--- src/sv/sdt_pkg.sv ---
package sdt_pkg;

	// Field widths and fixed packet geometry.
	localparam int MAX_NAME_LEN_DEF = 64;
	localparam int PACKET_LEN       = 188;
	localparam int LEN_W            = 7;
	localparam int PC_W             = 6;
	localparam int SECT_FIXED       = 21;
	localparam int LOOP_FIXED       = 5;
	localparam int DESC_FIXED       = 3;
	localparam logic [31:0] CRC_POLY = 32'h04C1_1DB7;
	localparam logic [31:0] CRC_INIT = 32'hFFFF_FFFF;

	// Operation codes carried on the input tuser.
	typedef enum logic [1:0] {
		OP_WR_PROV = 2'd0,
		OP_WR_NAME = 2'd1,
		OP_READ    = 2'd2
	} op_t;

	// Configuration register indexes.
	typedef enum logic [2:0] {
		REG_TSID    = 3'd0,
		REG_ONID    = 3'd1,
		REG_SID     = 3'd2,
		REG_PLEN    = 3'd3,
		REG_NLEN    = 3'd4,
		REG_VERSION = 3'd5,
		REG_RUN     = 3'd6,
		REG_KIND    = 3'd7
	} reg_idx_t;

	// Byte sources selected by the microcode.
	typedef enum logic [4:0] {
		SRC_CONST,
		SRC_SLEN_HI,
		SRC_SLEN_LO,
		SRC_TSID_HI,
		SRC_TSID_LO,
		SRC_VER,
		SRC_ONID_HI,
		SRC_ONID_LO,
		SRC_SID_HI,
		SRC_SID_LO,
		SRC_LOOP_HI,
		SRC_LOOP_LO,
		SRC_DLEN,
		SRC_KIND,
		SRC_PLEN,
		SRC_PROV,
		SRC_NLEN,
		SRC_NAME,
		SRC_CRC3,
		SRC_CRC2,
		SRC_CRC1,
		SRC_CRC0
	} src_t;

	// Sequencer operations.
	typedef enum logic [1:0] {
		SEQ_NEXT,
		SEQ_SKIP_EMPTY,
		SEQ_LOOP,
		SEQ_HOLD
	} seq_op_t;

	typedef enum logic {
		LEN_PROV,
		LEN_NAME
	} len_sel_t;

	// One microcode word.
	typedef struct packed {
		src_t             src;
		logic [7:0]       konst;
		logic             crc_en;
		seq_op_t          seq;
		len_sel_t         len_sel;
		logic [PC_W-1:0]  target;
	} ucode_t;

	// Control handed from the sequencer to the datapath.
	typedef struct packed {
		src_t       src;
		logic [7:0] konst;
		logic       crc_en;
		logic       last;
	} seq_ctrl_t;

	// Configuration as seen by the datapath; lengths already saturated.
	typedef struct packed {
		logic [15:0]      tsid;
		logic [15:0]      onid;
		logic [15:0]      sid;
		logic [LEN_W-1:0] plen;
		logic [LEN_W-1:0] nlen;
		logic [4:0]       version;
		logic [2:0]       run;
		logic [7:0]       kind;
	} cfg_t;

	// Program entry points used as jump targets.
	localparam logic [PC_W-1:0] ST_NLEN = PC_W'(26);
	localparam logic [PC_W-1:0] ST_CRC  = PC_W'(28);

	function automatic ucode_t uw(src_t src, logic [7:0] konst, logic crc_en,
		seq_op_t seq, len_sel_t len_sel, logic [PC_W-1:0] target);
		ucode_t w;
		w.src     = src;
		w.konst   = konst;
		w.crc_en  = crc_en;
		w.seq     = seq;
		w.len_sel = len_sel;
		w.target  = target;
		return w;
	endfunction

	// Microprogram: one word per fixed byte, with looping words over the name bytes
	// and a final step that holds on padding until the packet closes.
	function automatic ucode_t rom_word(logic [PC_W-1:0] pc);
		ucode_t w;
		w = uw(SRC_CONST, 8'hFF, 1'b0, SEQ_HOLD, LEN_PROV, '0);
		unique case (pc)
			6'd0:  w = uw(SRC_CONST,   8'h47, 1'b0, SEQ_NEXT, LEN_PROV, '0);
			6'd1:  w = uw(SRC_CONST,   8'h40, 1'b0, SEQ_NEXT, LEN_PROV, '0);
			6'd2:  w = uw(SRC_CONST,   8'h11, 1'b0, SEQ_NEXT, LEN_PROV, '0);
			6'd3:  w = uw(SRC_CONST,   8'h10, 1'b0, SEQ_NEXT, LEN_PROV, '0);
			6'd4:  w = uw(SRC_CONST,   8'h00, 1'b0, SEQ_NEXT, LEN_PROV, '0);
			6'd5:  w = uw(SRC_CONST,   8'h42, 1'b1, SEQ_NEXT, LEN_PROV, '0);
			6'd6:  w = uw(SRC_SLEN_HI, 8'h00, 1'b1, SEQ_NEXT, LEN_PROV, '0);
			6'd7:  w = uw(SRC_SLEN_LO, 8'h00, 1'b1, SEQ_NEXT, LEN_PROV, '0);
			6'd8:  w = uw(SRC_TSID_HI, 8'h00, 1'b1, SEQ_NEXT, LEN_PROV, '0);
			6'd9:  w = uw(SRC_TSID_LO, 8'h00, 1'b1, SEQ_NEXT, LEN_PROV, '0);
			6'd10: w = uw(SRC_VER,     8'h00, 1'b1, SEQ_NEXT, LEN_PROV, '0);
			6'd11: w = uw(SRC_CONST,   8'h00, 1'b1, SEQ_NEXT, LEN_PROV, '0);
			6'd12: w = uw(SRC_CONST,   8'h00, 1'b1, SEQ_NEXT, LEN_PROV, '0);
			6'd13: w = uw(SRC_ONID_HI, 8'h00, 1'b1, SEQ_NEXT, LEN_PROV, '0);
			6'd14: w = uw(SRC_ONID_LO, 8'h00, 1'b1, SEQ_NEXT, LEN_PROV, '0);
			6'd15: w = uw(SRC_CONST,   8'hFF, 1'b1, SEQ_NEXT, LEN_PROV, '0);
			6'd16: w = uw(SRC_SID_HI,  8'h00, 1'b1, SEQ_NEXT, LEN_PROV, '0);
			6'd17: w = uw(SRC_SID_LO,  8'h00, 1'b1, SEQ_NEXT, LEN_PROV, '0);
			6'd18: w = uw(SRC_CONST,   8'hFF, 1'b1, SEQ_NEXT, LEN_PROV, '0);
			6'd19: w = uw(SRC_LOOP_HI, 8'h00, 1'b1, SEQ_NEXT, LEN_PROV, '0);
			6'd20: w = uw(SRC_LOOP_LO, 8'h00, 1'b1, SEQ_NEXT, LEN_PROV, '0);
			6'd21: w = uw(SRC_CONST,   8'h48, 1'b1, SEQ_NEXT, LEN_PROV, '0);
			6'd22: w = uw(SRC_DLEN,    8'h00, 1'b1, SEQ_NEXT, LEN_PROV, '0);
			6'd23: w = uw(SRC_KIND,    8'h00, 1'b1, SEQ_NEXT, LEN_PROV, '0);
			6'd24: w = uw(SRC_PLEN,    8'h00, 1'b1, SEQ_SKIP_EMPTY, LEN_PROV, ST_NLEN);
			6'd25: w = uw(SRC_PROV,    8'h00, 1'b1, SEQ_LOOP, LEN_PROV, '0);
			6'd26: w = uw(SRC_NLEN,    8'h00, 1'b1, SEQ_SKIP_EMPTY, LEN_NAME, ST_CRC);
			6'd27: w = uw(SRC_NAME,    8'h00, 1'b1, SEQ_LOOP, LEN_NAME, '0);
			6'd28: w = uw(SRC_CRC3,    8'h00, 1'b0, SEQ_NEXT, LEN_PROV, '0);
			6'd29: w = uw(SRC_CRC2,    8'h00, 1'b0, SEQ_NEXT, LEN_PROV, '0);
			6'd30: w = uw(SRC_CRC1,    8'h00, 1'b0, SEQ_NEXT, LEN_PROV, '0);
			6'd31: w = uw(SRC_CRC0,    8'h00, 1'b0, SEQ_NEXT, LEN_PROV, '0);
			default: w = uw(SRC_CONST, 8'hFF, 1'b0, SEQ_HOLD, LEN_PROV, '0);
		endcase
		return w;
	endfunction

	// CRC-32/MPEG-2 over one byte, MSB first.
	function automatic logic [31:0] crc_byte(logic [31:0] crc_in, logic [7:0] b);
		logic [31:0] c;
		logic        fb;
		c = crc_in;
		for (int i = 7; i >= 0; i--) begin
			fb = c[31] ^ b[i];
			c  = {c[30:0], 1'b0};
			if (fb) begin
				c = c ^ CRC_POLY;
			end
		end
		return c;
	endfunction

endpackage

--- src/sv/sdt_apb_regs.sv ---
module sdt_apb_regs
	import sdt_pkg::*;
#(
	parameter int MAX_NAME_LEN = MAX_NAME_LEN_DEF
) (
	input  logic        clk,
	input  logic        arst_n,
	input  logic        psel,
	input  logic        penable,
	input  logic        pwrite,
	input  logic [4:0]  paddr,
	input  logic [31:0] pwdata,
	output logic [31:0] prdata,
	output cfg_t        cfg
);

	logic [15:0]      tsid_q;
	logic [15:0]      onid_q;
	logic [15:0]      sid_q;
	logic [LEN_W-1:0] plen_q;
	logic [LEN_W-1:0] nlen_q;
	logic [4:0]       version_q;
	logic [2:0]       run_q;
	logic [7:0]       kind_q;
	reg_idx_t         idx;
	logic             wr_en;

	localparam logic [LEN_W-1:0] LEN_MAX = LEN_W'(MAX_NAME_LEN);

	assign idx   = reg_idx_t'(paddr[4:2]);
	assign wr_en = psel && penable && pwrite;

	// Register writes on the access phase.
	always_ff @(posedge clk or negedge arst_n) begin
		if (!arst_n) begin
			tsid_q    <= '0;
			onid_q    <= '0;
			sid_q     <= '0;
			plen_q    <= '0;
			nlen_q    <= '0;
			version_q <= 5'd2;
			run_q     <= 3'd4;
			kind_q    <= 8'd1;
		end else if (wr_en) begin
			unique case (idx)
				REG_TSID:    tsid_q    <= pwdata[15:0];
				REG_ONID:    onid_q    <= pwdata[15:0];
				REG_SID:     sid_q     <= pwdata[15:0];
				REG_PLEN:    plen_q    <= pwdata[LEN_W-1:0];
				REG_NLEN:    nlen_q    <= pwdata[LEN_W-1:0];
				REG_VERSION: version_q <= pwdata[4:0];
				REG_RUN:     run_q     <= pwdata[2:0];
				REG_KIND:    kind_q    <= pwdata[7:0];
				default:     tsid_q    <= tsid_q;
			endcase
		end
	end

	// Read mux returns the raw register values.
	always_comb begin
		prdata = '0;
		unique case (idx)
			REG_TSID:    prdata = {16'd0, tsid_q};
			REG_ONID:    prdata = {16'd0, onid_q};
			REG_SID:     prdata = {16'd0, sid_q};
			REG_PLEN:    prdata = {25'd0, plen_q};
			REG_NLEN:    prdata = {25'd0, nlen_q};
			REG_VERSION: prdata = {27'd0, version_q};
			REG_RUN:     prdata = {29'd0, run_q};
			REG_KIND:    prdata = {24'd0, kind_q};
			default:     prdata = '0;
		endcase
	end

	// Name lengths above the store depth saturate to the depth.
	always_comb begin
		cfg.tsid    = tsid_q;
		cfg.onid    = onid_q;
		cfg.sid     = sid_q;
		cfg.plen    = (plen_q > LEN_MAX) ? LEN_MAX : plen_q;
		cfg.nlen    = (nlen_q > LEN_MAX) ? LEN_MAX : nlen_q;
		cfg.version = version_q;
		cfg.run     = run_q;
		cfg.kind    = kind_q;
	end

endmodule

--- src/sv/sdt_sequencer.sv ---
module sdt_sequencer
	import sdt_pkg::*;
(
	input  logic             clk,
	input  logic             arst_n,
	input  logic             step_en,
	input  logic [LEN_W-1:0] plen,
	input  logic [LEN_W-1:0] nlen,
	output seq_ctrl_t        ctrl,
	output logic [LEN_W-1:0] cnt
);

	logic [PC_W-1:0]  pc_q;
	logic [LEN_W-1:0] cnt_q;
	logic [7:0]       pos_q;
	logic [PC_W-1:0]  pc_d;
	logic [LEN_W-1:0] cnt_d;
	logic [7:0]       pos_d;
	logic [LEN_W-1:0] len;
	logic [LEN_W-1:0] cnt_inc;
	logic             last;
	ucode_t           uc;

	assign uc      = rom_word(pc_q);
	assign last    = (pos_q == 8'(PACKET_LEN - 1));
	assign len     = (uc.len_sel == LEN_NAME) ? nlen : plen;
	assign cnt_inc = cnt_q + LEN_W'(1);

	assign ctrl.src    = uc.src;
	assign ctrl.konst  = uc.konst;
	assign ctrl.crc_en = uc.crc_en;
	assign ctrl.last   = last;
	assign cnt         = cnt_q;

	// Next step, loop count and byte position.
	always_comb begin
		pc_d  = pc_q;
		cnt_d = cnt_q;
		pos_d = pos_q + 8'd1;
		unique case (uc.seq)
			SEQ_NEXT: pc_d = pc_q + PC_W'(1);
			SEQ_SKIP_EMPTY: begin
				cnt_d = '0;
				pc_d  = (len == '0) ? uc.target : pc_q + PC_W'(1);
			end
			SEQ_LOOP: begin
				cnt_d = cnt_inc;
				if (cnt_inc == len) begin
					pc_d = pc_q + PC_W'(1);
				end
			end
			SEQ_HOLD: pc_d = pc_q;
			default:  pc_d = pc_q;
		endcase
		if (last) begin
			pc_d  = '0;
			cnt_d = '0;
			pos_d = '0;
		end
	end

	// Step counter advances once per emitted byte.
	always_ff @(posedge clk or negedge arst_n) begin
		if (!arst_n) begin
			pc_q  <= '0;
			cnt_q <= '0;
			pos_q <= '0;
		end else if (step_en) begin
			pc_q  <= pc_d;
			cnt_q <= cnt_d;
			pos_q <= pos_d;
		end
	end

endmodule

--- src/sv/sdt_datapath.sv ---
module sdt_datapath
	import sdt_pkg::*;
#(
	parameter int MAX_NAME_LEN = MAX_NAME_LEN_DEF
) (
	input  logic             clk,
	input  logic             arst_n,
	input  logic             wr_en,
	input  op_t              wr_op,
	input  logic [5:0]       wr_index,
	input  logic [7:0]       wr_data,
	input  logic             rd_en,
	input  logic [LEN_W-1:0] rd_index,
	input  logic             step_en,
	input  seq_ctrl_t        ctrl,
	input  cfg_t             cfg,
	output logic [7:0]       byte_out
);

	localparam int AW = (MAX_NAME_LEN > 1) ? $clog2(MAX_NAME_LEN) : 1;

	logic [7:0]    prov_mem [MAX_NAME_LEN];
	logic [7:0]    name_mem [MAX_NAME_LEN];
	logic [7:0]    prov_rd_q;
	logic [7:0]    name_rd_q;
	logic [31:0]   crc_q;
	logic [AW-1:0] wr_addr;
	logic [AW-1:0] rd_addr;
	logic [8:0]    sec_len;
	logic [8:0]    loop_len;
	logic [8:0]    desc_len;
	logic [8:0]    names;

	assign wr_addr = AW'({1'b0, wr_index});
	assign rd_addr = rd_index[AW-1:0];

	// Name stores; both are read at the loop index when a read is taken.
	always_ff @(posedge clk) begin
		if (wr_en && wr_op == OP_WR_PROV) begin
			prov_mem[wr_addr] <= wr_data;
		end
		if (wr_en && wr_op == OP_WR_NAME) begin
			name_mem[wr_addr] <= wr_data;
		end
		if (rd_en) begin
			prov_rd_q <= prov_mem[rd_addr];
			name_rd_q <= name_mem[rd_addr];
		end
	end

	// Length fields derived from the saturated name lengths.
	assign names    = 9'(cfg.plen) + 9'(cfg.nlen);
	assign sec_len  = names + 9'(SECT_FIXED + 1);
	assign loop_len = names + 9'(LOOP_FIXED);
	assign desc_len = names + 9'(DESC_FIXED);

	// Byte selection under microcode control.
	always_comb begin
		byte_out = ctrl.konst;
		unique case (ctrl.src)
			SRC_CONST:   byte_out = ctrl.konst;
			SRC_SLEN_HI: byte_out = {7'b1111_000, sec_len[8]};
			SRC_SLEN_LO: byte_out = sec_len[7:0];
			SRC_TSID_HI: byte_out = cfg.tsid[15:8];
			SRC_TSID_LO: byte_out = cfg.tsid[7:0];
			SRC_VER:     byte_out = {2'b11, cfg.version, 1'b1};
			SRC_ONID_HI: byte_out = cfg.onid[15:8];
			SRC_ONID_LO: byte_out = cfg.onid[7:0];
			SRC_SID_HI:  byte_out = cfg.sid[15:8];
			SRC_SID_LO:  byte_out = cfg.sid[7:0];
			SRC_LOOP_HI: byte_out = {cfg.run, 4'b0000, loop_len[8]};
			SRC_LOOP_LO: byte_out = loop_len[7:0];
			SRC_DLEN:    byte_out = desc_len[7:0];
			SRC_KIND:    byte_out = cfg.kind;
			SRC_PLEN:    byte_out = {1'b0, cfg.plen};
			SRC_PROV:    byte_out = prov_rd_q;
			SRC_NLEN:    byte_out = {1'b0, cfg.nlen};
			SRC_NAME:    byte_out = name_rd_q;
			SRC_CRC3:    byte_out = crc_q[31:24];
			SRC_CRC2:    byte_out = crc_q[23:16];
			SRC_CRC1:    byte_out = crc_q[15:8];
			SRC_CRC0:    byte_out = crc_q[7:0];
			default:     byte_out = ctrl.konst;
		endcase
	end

	// Section CRC, one byte per step; restarts after the final packet byte.
	always_ff @(posedge clk or negedge arst_n) begin
		if (!arst_n) begin
			crc_q <= CRC_INIT;
		end else if (step_en) begin
			if (ctrl.last) begin
				crc_q <= CRC_INIT;
			end else if (ctrl.crc_en) begin
				crc_q <= crc_byte(crc_q, byte_out);
			end
		end
	end

endmodule

--- src/sv/sdt_transport_packet_builder.sv ---
// Builds a 188-byte transport packet carrying a single-service SDT section.
// Input transactions with operation 0 or 1 write one provider-name or
// service-name byte into its store; a write whose index is beyond the
// store depth is dropped. Each input transaction with operation 2 yields
// the next packet byte on the output, with tlast on the final byte. A
// read registers the name stores and is followed by the microcoded step,
// which waits for room in the output register, selects the byte and
// updates the CRC-32/MPEG-2. The output register lets the next input
// transaction be taken while a byte waits to be collected. Name lengths
// above the store depth saturate to the depth. Configuration registers are
// at byte addresses 4*i and should only be written between packets' reads.
module sdt_transport_packet_builder
	import sdt_pkg::*;
#(
	parameter int MAX_NAME_LEN = MAX_NAME_LEN_DEF
) (
	input  logic        clk,
	input  logic        arst_n,
	input  logic        s_tvalid,
	output logic        s_tready,
	input  logic [15:0] s_tdata,   // [5:0] char_index, [13:6] char_byte
	input  logic [1:0]  s_tuser,   // [1:0] operation
	output logic        m_tvalid,
	input  logic        m_tready,
	output logic [7:0]  m_tdata,   // [7:0] packet_byte
	output logic        m_tlast,
	input  logic        psel,
	input  logic        penable,
	input  logic        pwrite,
	input  logic [4:0]  paddr,
	input  logic [31:0] pwdata,
	output logic [31:0] prdata,
	output logic        pready
);

	cfg_t             cfg;
	seq_ctrl_t        ctrl;
	logic [LEN_W-1:0] cnt;
	logic [7:0]       byte_out;
	logic             pend_q;
	logic             m_tvalid_q;
	logic [7:0]       m_tdata_q;
	logic             m_tlast_q;
	logic             accept;
	logic             rd_accept;
	logic             wr_accept;
	logic             step_en;
	op_t              op;

	assign pready    = 1'b1;
	assign op        = op_t'(s_tuser);
	assign s_tready  = !pend_q;
	assign accept    = s_tvalid && s_tready;
	assign rd_accept = accept && op == OP_READ;
	assign wr_accept = accept && (op == OP_WR_PROV || op == OP_WR_NAME)
		&& ({1'b0, s_tdata[5:0]} < 7'(MAX_NAME_LEN));
	assign step_en   = pend_q && (!m_tvalid_q || m_tready);

	assign m_tvalid = m_tvalid_q;
	assign m_tdata  = m_tdata_q;
	assign m_tlast  = m_tlast_q;

	sdt_apb_regs #(
		.MAX_NAME_LEN(MAX_NAME_LEN)
	) u_regs (
		.clk     (clk),
		.arst_n  (arst_n),
		.psel    (psel),
		.penable (penable),
		.pwrite  (pwrite),
		.paddr   (paddr),
		.pwdata  (pwdata),
		.prdata  (prdata),
		.cfg     (cfg)
	);

	sdt_sequencer u_seq (
		.clk     (clk),
		.arst_n  (arst_n),
		.step_en (step_en),
		.plen    (cfg.plen),
		.nlen    (cfg.nlen),
		.ctrl    (ctrl),
		.cnt     (cnt)
	);

	sdt_datapath #(
		.MAX_NAME_LEN(MAX_NAME_LEN)
	) u_dp (
		.clk      (clk),
		.arst_n   (arst_n),
		.wr_en    (wr_accept),
		.wr_op    (op),
		.wr_index (s_tdata[5:0]),
		.wr_data  (s_tdata[13:6]),
		.rd_en    (rd_accept),
		.rd_index (cnt),
		.step_en  (step_en),
		.ctrl     (ctrl),
		.cfg      (cfg),
		.byte_out (byte_out)
	);

	// A read transaction stays pending until its byte enters the output register.
	always_ff @(posedge clk or negedge arst_n) begin
		if (!arst_n) begin
			pend_q <= 1'b0;
		end else if (rd_accept) begin
			pend_q <= 1'b1;
		end else if (step_en) begin
			pend_q <= 1'b0;
		end
	end

	// Output register control.
	always_ff @(posedge clk or negedge arst_n) begin
		if (!arst_n) begin
			m_tvalid_q <= 1'b0;
		end else if (step_en) begin
			m_tvalid_q <= 1'b1;
		end else if (m_tready) begin
			m_tvalid_q <= 1'b0;
		end
	end

	// Output payload.
	always_ff @(posedge clk) begin
		if (step_en) begin
			m_tdata_q <= byte_out;
			m_tlast_q <= ctrl.last;
		end
	end

endmodule
--- config.mk ---
export PLATFORM = sky130hd
export DESIGN_NAME = sdt_transport_packet_builder
export DESIGN_NICKNAME = d
export VERILOG_FILES = /design/src/sv/sdt_pkg.sv /design/src/sv/sdt_apb_regs.sv /design/src/sv/sdt_sequencer.sv /design/src/sv/sdt_datapath.sv /design/src/sv/sdt_transport_packet_builder.sv
export SDC_FILE = /design/constraint.sdc
export NUM_CORES = 1
export LEC_CHECK = 0
export ABC_AREA = 1
export BUFFER_PORTS_ARGS = -buffer_cell sky130_fd_sc_hd__buf_2
export CAP_MARGIN = 20
export CORE_UTILIZATION = 45
export DETAILED_ROUTE_END_ITERATION = 10
export PLACE_DENSITY = 0.65
export SLEW_MARGIN = 10
export SYNTH_ARGS = -nofsm -noshare
export SYNTH_HDL_FRONTEND = slang
export SYNTH_SLANG_ARGS = --single-unit
export TNS_END_PERCENT = 1
--- constraint.sdc ---
create_clock -name clk -period 3.6 [get_ports clk]
set_input_delay 0.36 -clock clk [delete_from_list [all_inputs] [get_ports clk]]
set_output_delay 0.36 -clock clk [all_outputs]
set_load 0.05 [all_outputs]
==> results by group <==
GRT
  • Vias in the first global route: 35040
  • First-pass GRT wire length: 219400 um
  • Largest net degree at the start of global routing: 175
  • Initial antenna violation count: 1
  • Total Routing Usage GR: 24.86%
  • Grt ovf: 0

Detailed routing
  • Vias per inst: 5.732
  • TritonRoute pass-1 iters: 6
  • Post-Route WL: 147500 um
  • Starting DRT DRC Count: 4071
  • Drc violations: 0
  • Vias: 37380
  • DR WL/cell: 22.62 um
  • Post-DRT Antenna Nets: 0

Run status
  • Outcome: finished with violations
  • Failing checks: setup timing

Critical path
  • CP Class: register to register
  • Critical Path AT: about 4.3 ns
  • Worst Setup Start Kind: register
  • Endpoint type of the worst setup path: register
  • WP data required: 4.22 ns
  • Critical-path maximum fanout: 7
  • Worst path most repeated cell: nand2_2
  • CP peak stage delay: ~0.65 ns
  • Reg2Reg Setup Slack: -0.11 ns
  • Worst path slowest cell: fa_2

Pwr
  • Maximum VDD drop: 0.4810 mV
  • Leakage dissipation: about 21 nW
  • P per Cell Area: 490.2 nW/um^2
  • Final Power: 0.02941 W

Synthesis
  • Cell count after synthesis: between 4000 and 5000
  • Synth cell types: 53
  • Syn_area_per_cell: 11.03 um^2
  • Flops & latches, synth: 1182
  • Register area share after synthesis: about 68%
  • Syn Std Cell Area: 51520 um^2
  • YS warnings: 0

Timing
  • Tcrit/Tclk final: 103.1%
  • Final hold slack: 0.03834 ns
  • Least-Margin Pin Slew: 1.115 ns
  • Final setup margin: -0.1128 ns
  • Final Max Slew Viols: 0
  • Clock Skews: 0.07340 ns
  • Slew headroom: 25.67%
  • RSZ-0062 raised after global routing: true
  • Period minus WS final: 3.713 ns
  • Peak Freq: 269.3 MHz
  • Hold Fails Final Rpt: 0
  • Setup violations, final: 25

Floorplan
  • Die ar.: 115800 um^2
  • Starting Density: 45.61%
  • I/O pins: between 100 and 150
  • Die width: roughly 340 um
  • Row count: 123
  • Die Ht: 340.4 um
  • Core ar.: 113000 um^2

Clocking
  • Root Driver: clkbuf_16
  • # clock sinks: between 1000 and 1500
  • H-tree Lvls: 3
  • Total CTS buffers: ~120
  • CTS Buffer Depth: 3
  • Worst-path clk slew: 0.06 ns
  • Clock latency on the worst-skew pair: between 0.7 and 0.8 ns
  • CTS tree: yes

Cells and area
  • Fin util: 53.11%
  • Final Cell Area: ~60000 um^2
  • Non-filler cells, final: 6520
  • Area occupied by multi-input gates: 15340 um^2
  • FILL cells: 9742
  • Final #Nets: about 5000
  • Layout cells sized above 1: ~16%
  • Layout Area Growth over Synthesis: 16.45%
  • # diodes: 0
  • Storage element area: 34880 um^2

Placement
  • Gp weighted congestion: 0.9573
  • Port-buffer cells: 68
  • DP HPWL: roughly 93000 um
  • DP Area: about 55000 um^2
  • Inst Count DP: 6255

Job
  • Max Cap Viol: 0

Min path
  • Hold Crit Class: input pin to register
## worst max-delay path: cells and delay by family (launching register included)
kind / cells / cell delay, ns
AO/OA/AOI/OAI: 1 / 0.06
AND/OR/NAND/NOR: 20 / 1.83
flip-flops: 1 / 0.35
adder cells (fa/ha/maj): 3 / 0.98
buffers and inverters: 6 / 0.43
## placed cells by master (no fill, tap or decap), types with 24 or more instances in the layout
cell type,n
clkbuf_16,118
a21oi_1,31
nor2_2,24
buf_12,25
dfrtp_1,95
edfxtp_1,1049
buf_4,277
nand4_1,68
o211ai_1,29
nand3_1,177
nand2_2,77
o22ai_1,183
o221ai_1,100
nand3_2,28
clkinv_1,26
clkinv_2,25
inv_1,183
nor2_1,762
nor3_1,30
buf_2,59
nand2_1,658
o21ai_0,631
dfstp_2,35
inv_2,33
clkbuf_1,26
## Yosys cell counts (all sizes together)
cell	count	area, um^2
buf	36	260.2
o221ai	100	875.8
a211oi	4	30.03
o21a	1	7.510
o21bai	1	7.510
a32o	10	100.1
ha	29	362.9
a221o	3	30.03
nand3	209	1114
nand3b	4	30.03
conb	2	7.510
nor2	806	3162
a21oi	34	170.2
dfrtp	98	2452
dfstp	35	919.6
edfxtp	1049	31500
nor3	33	165.2
inv	222	835.8
or2	2	12.51
a22oi	2	15.01
o21ai	643	3218
fa	1	20.02
xor2	25	226.5
nor4	3	18.77
clkinv	4	20.02
o31ai	1	7.510
xnor2	6	60.06
nand4	69	437.9
a221oi	5	43.79
nor3b	3	22.52
clkbuf	238	893.4
o22ai	184	1151
o2111ai	8	70.07
nand2	758	2973
a31oi	13	81.33
o211ai	29	217.7
## where the power goes
group          internal, W  switching (W)  total (W)
clock              0.00678        0.00532     0.0121
combinational     0.000717        0.00126    0.00198
sequential          0.0152       0.000174     0.0153
total               0.0226        0.00676     0.0294
## flip-flops by register name (all words and copies together), names as in the netlist, 8 cells and up
signal	count
u_dp.name_mem	512
u_regs.kind_q	8
u_dp.crc_q	32
u_regs.onid_q	16
u_dp.prov_rd_q	8
m_tdata	8
u_seq.pos_q	8
u_dp.name_rd_q	8
u_regs.tsid_q	16
u_dp.prov_mem	512
u_regs.sid_q	16
## logic make-up (layout without fill, tap and decap cells)
kind of cell | Yosys count | after routing | synth area share, %
buf+inv | 500 | 835 | 3.900
simple gates | 1887 | 1887 | 15.40
fa+ha+maj | 30 | 30 | 0.7432
xor+xnor | 31 | 31 | 0.5562
other cells | 2 | 17 | 0.01458
compound gates | 1038 | 1038 | 11.70
flops | 1182 | 1182 | 67.69
## final cells by class
| type | instances | share of cell area (%) |
|---|---|---|
| Clock buffer | 145 | 5.108 |
| Inverter | 226 | 1.460 |
| Multi-Input combinational cell | 3003 | 25.58 |
| Timing Repair Buffer | 392 | 5.379 |
| Clock inverter | 72 | 1.203 |
| Sequential cell | 1182 | 58.15 |
| Tap cell | 1500 | 3.128 |
## worst paths after layout
check                                   from                end  cells past startpoint
max in group asynchronous             arst_n      u_dp.crc_q[3]                      3
setup reg to reg            u_regs.nlen_q[5]     u_dp.crc_q[10]                     30
min in group asynchronous             arst_n       u_seq.cnt[5]                      2
setup / recovery            u_regs.nlen_q[5]     u_dp.crc_q[10]                     30
hold / removal                    pwdata[15]  u_regs.onid_q[15]                      3
hold reg to reg            u_regs.tsid_q[11]  u_regs.tsid_q[11]                      2
## what timing repair did
item,in CTS,in global routing
hold buffers,14,0
buffers inserted,18,15
pin swaps,44,67
cloned,1,0
endpoints found under the setup margin,30,32
resized for setup,89,102
endpoints found under the hold margin,89,0
## metal layers
metal / GRT usage, % / wire [um]
met1: 33.62 / 59850
met2: 41.65 / 72380
met3: 3.401 / 10630
met4: 7.605 / 4611
met5: 0 / 0
## per-stage QoR
step	worst slack, ns	setup TNS [ns]
after detailed placement	-0.4425	-10.48
after global placement	-0.3584	-7.658
after floorplan	0.03622	0
final	-0.1128	-1.449
after CTS	-0.1474	-2.527
after global routing	-0.3287	-7.871
Power figures use the tool's default switching activity.
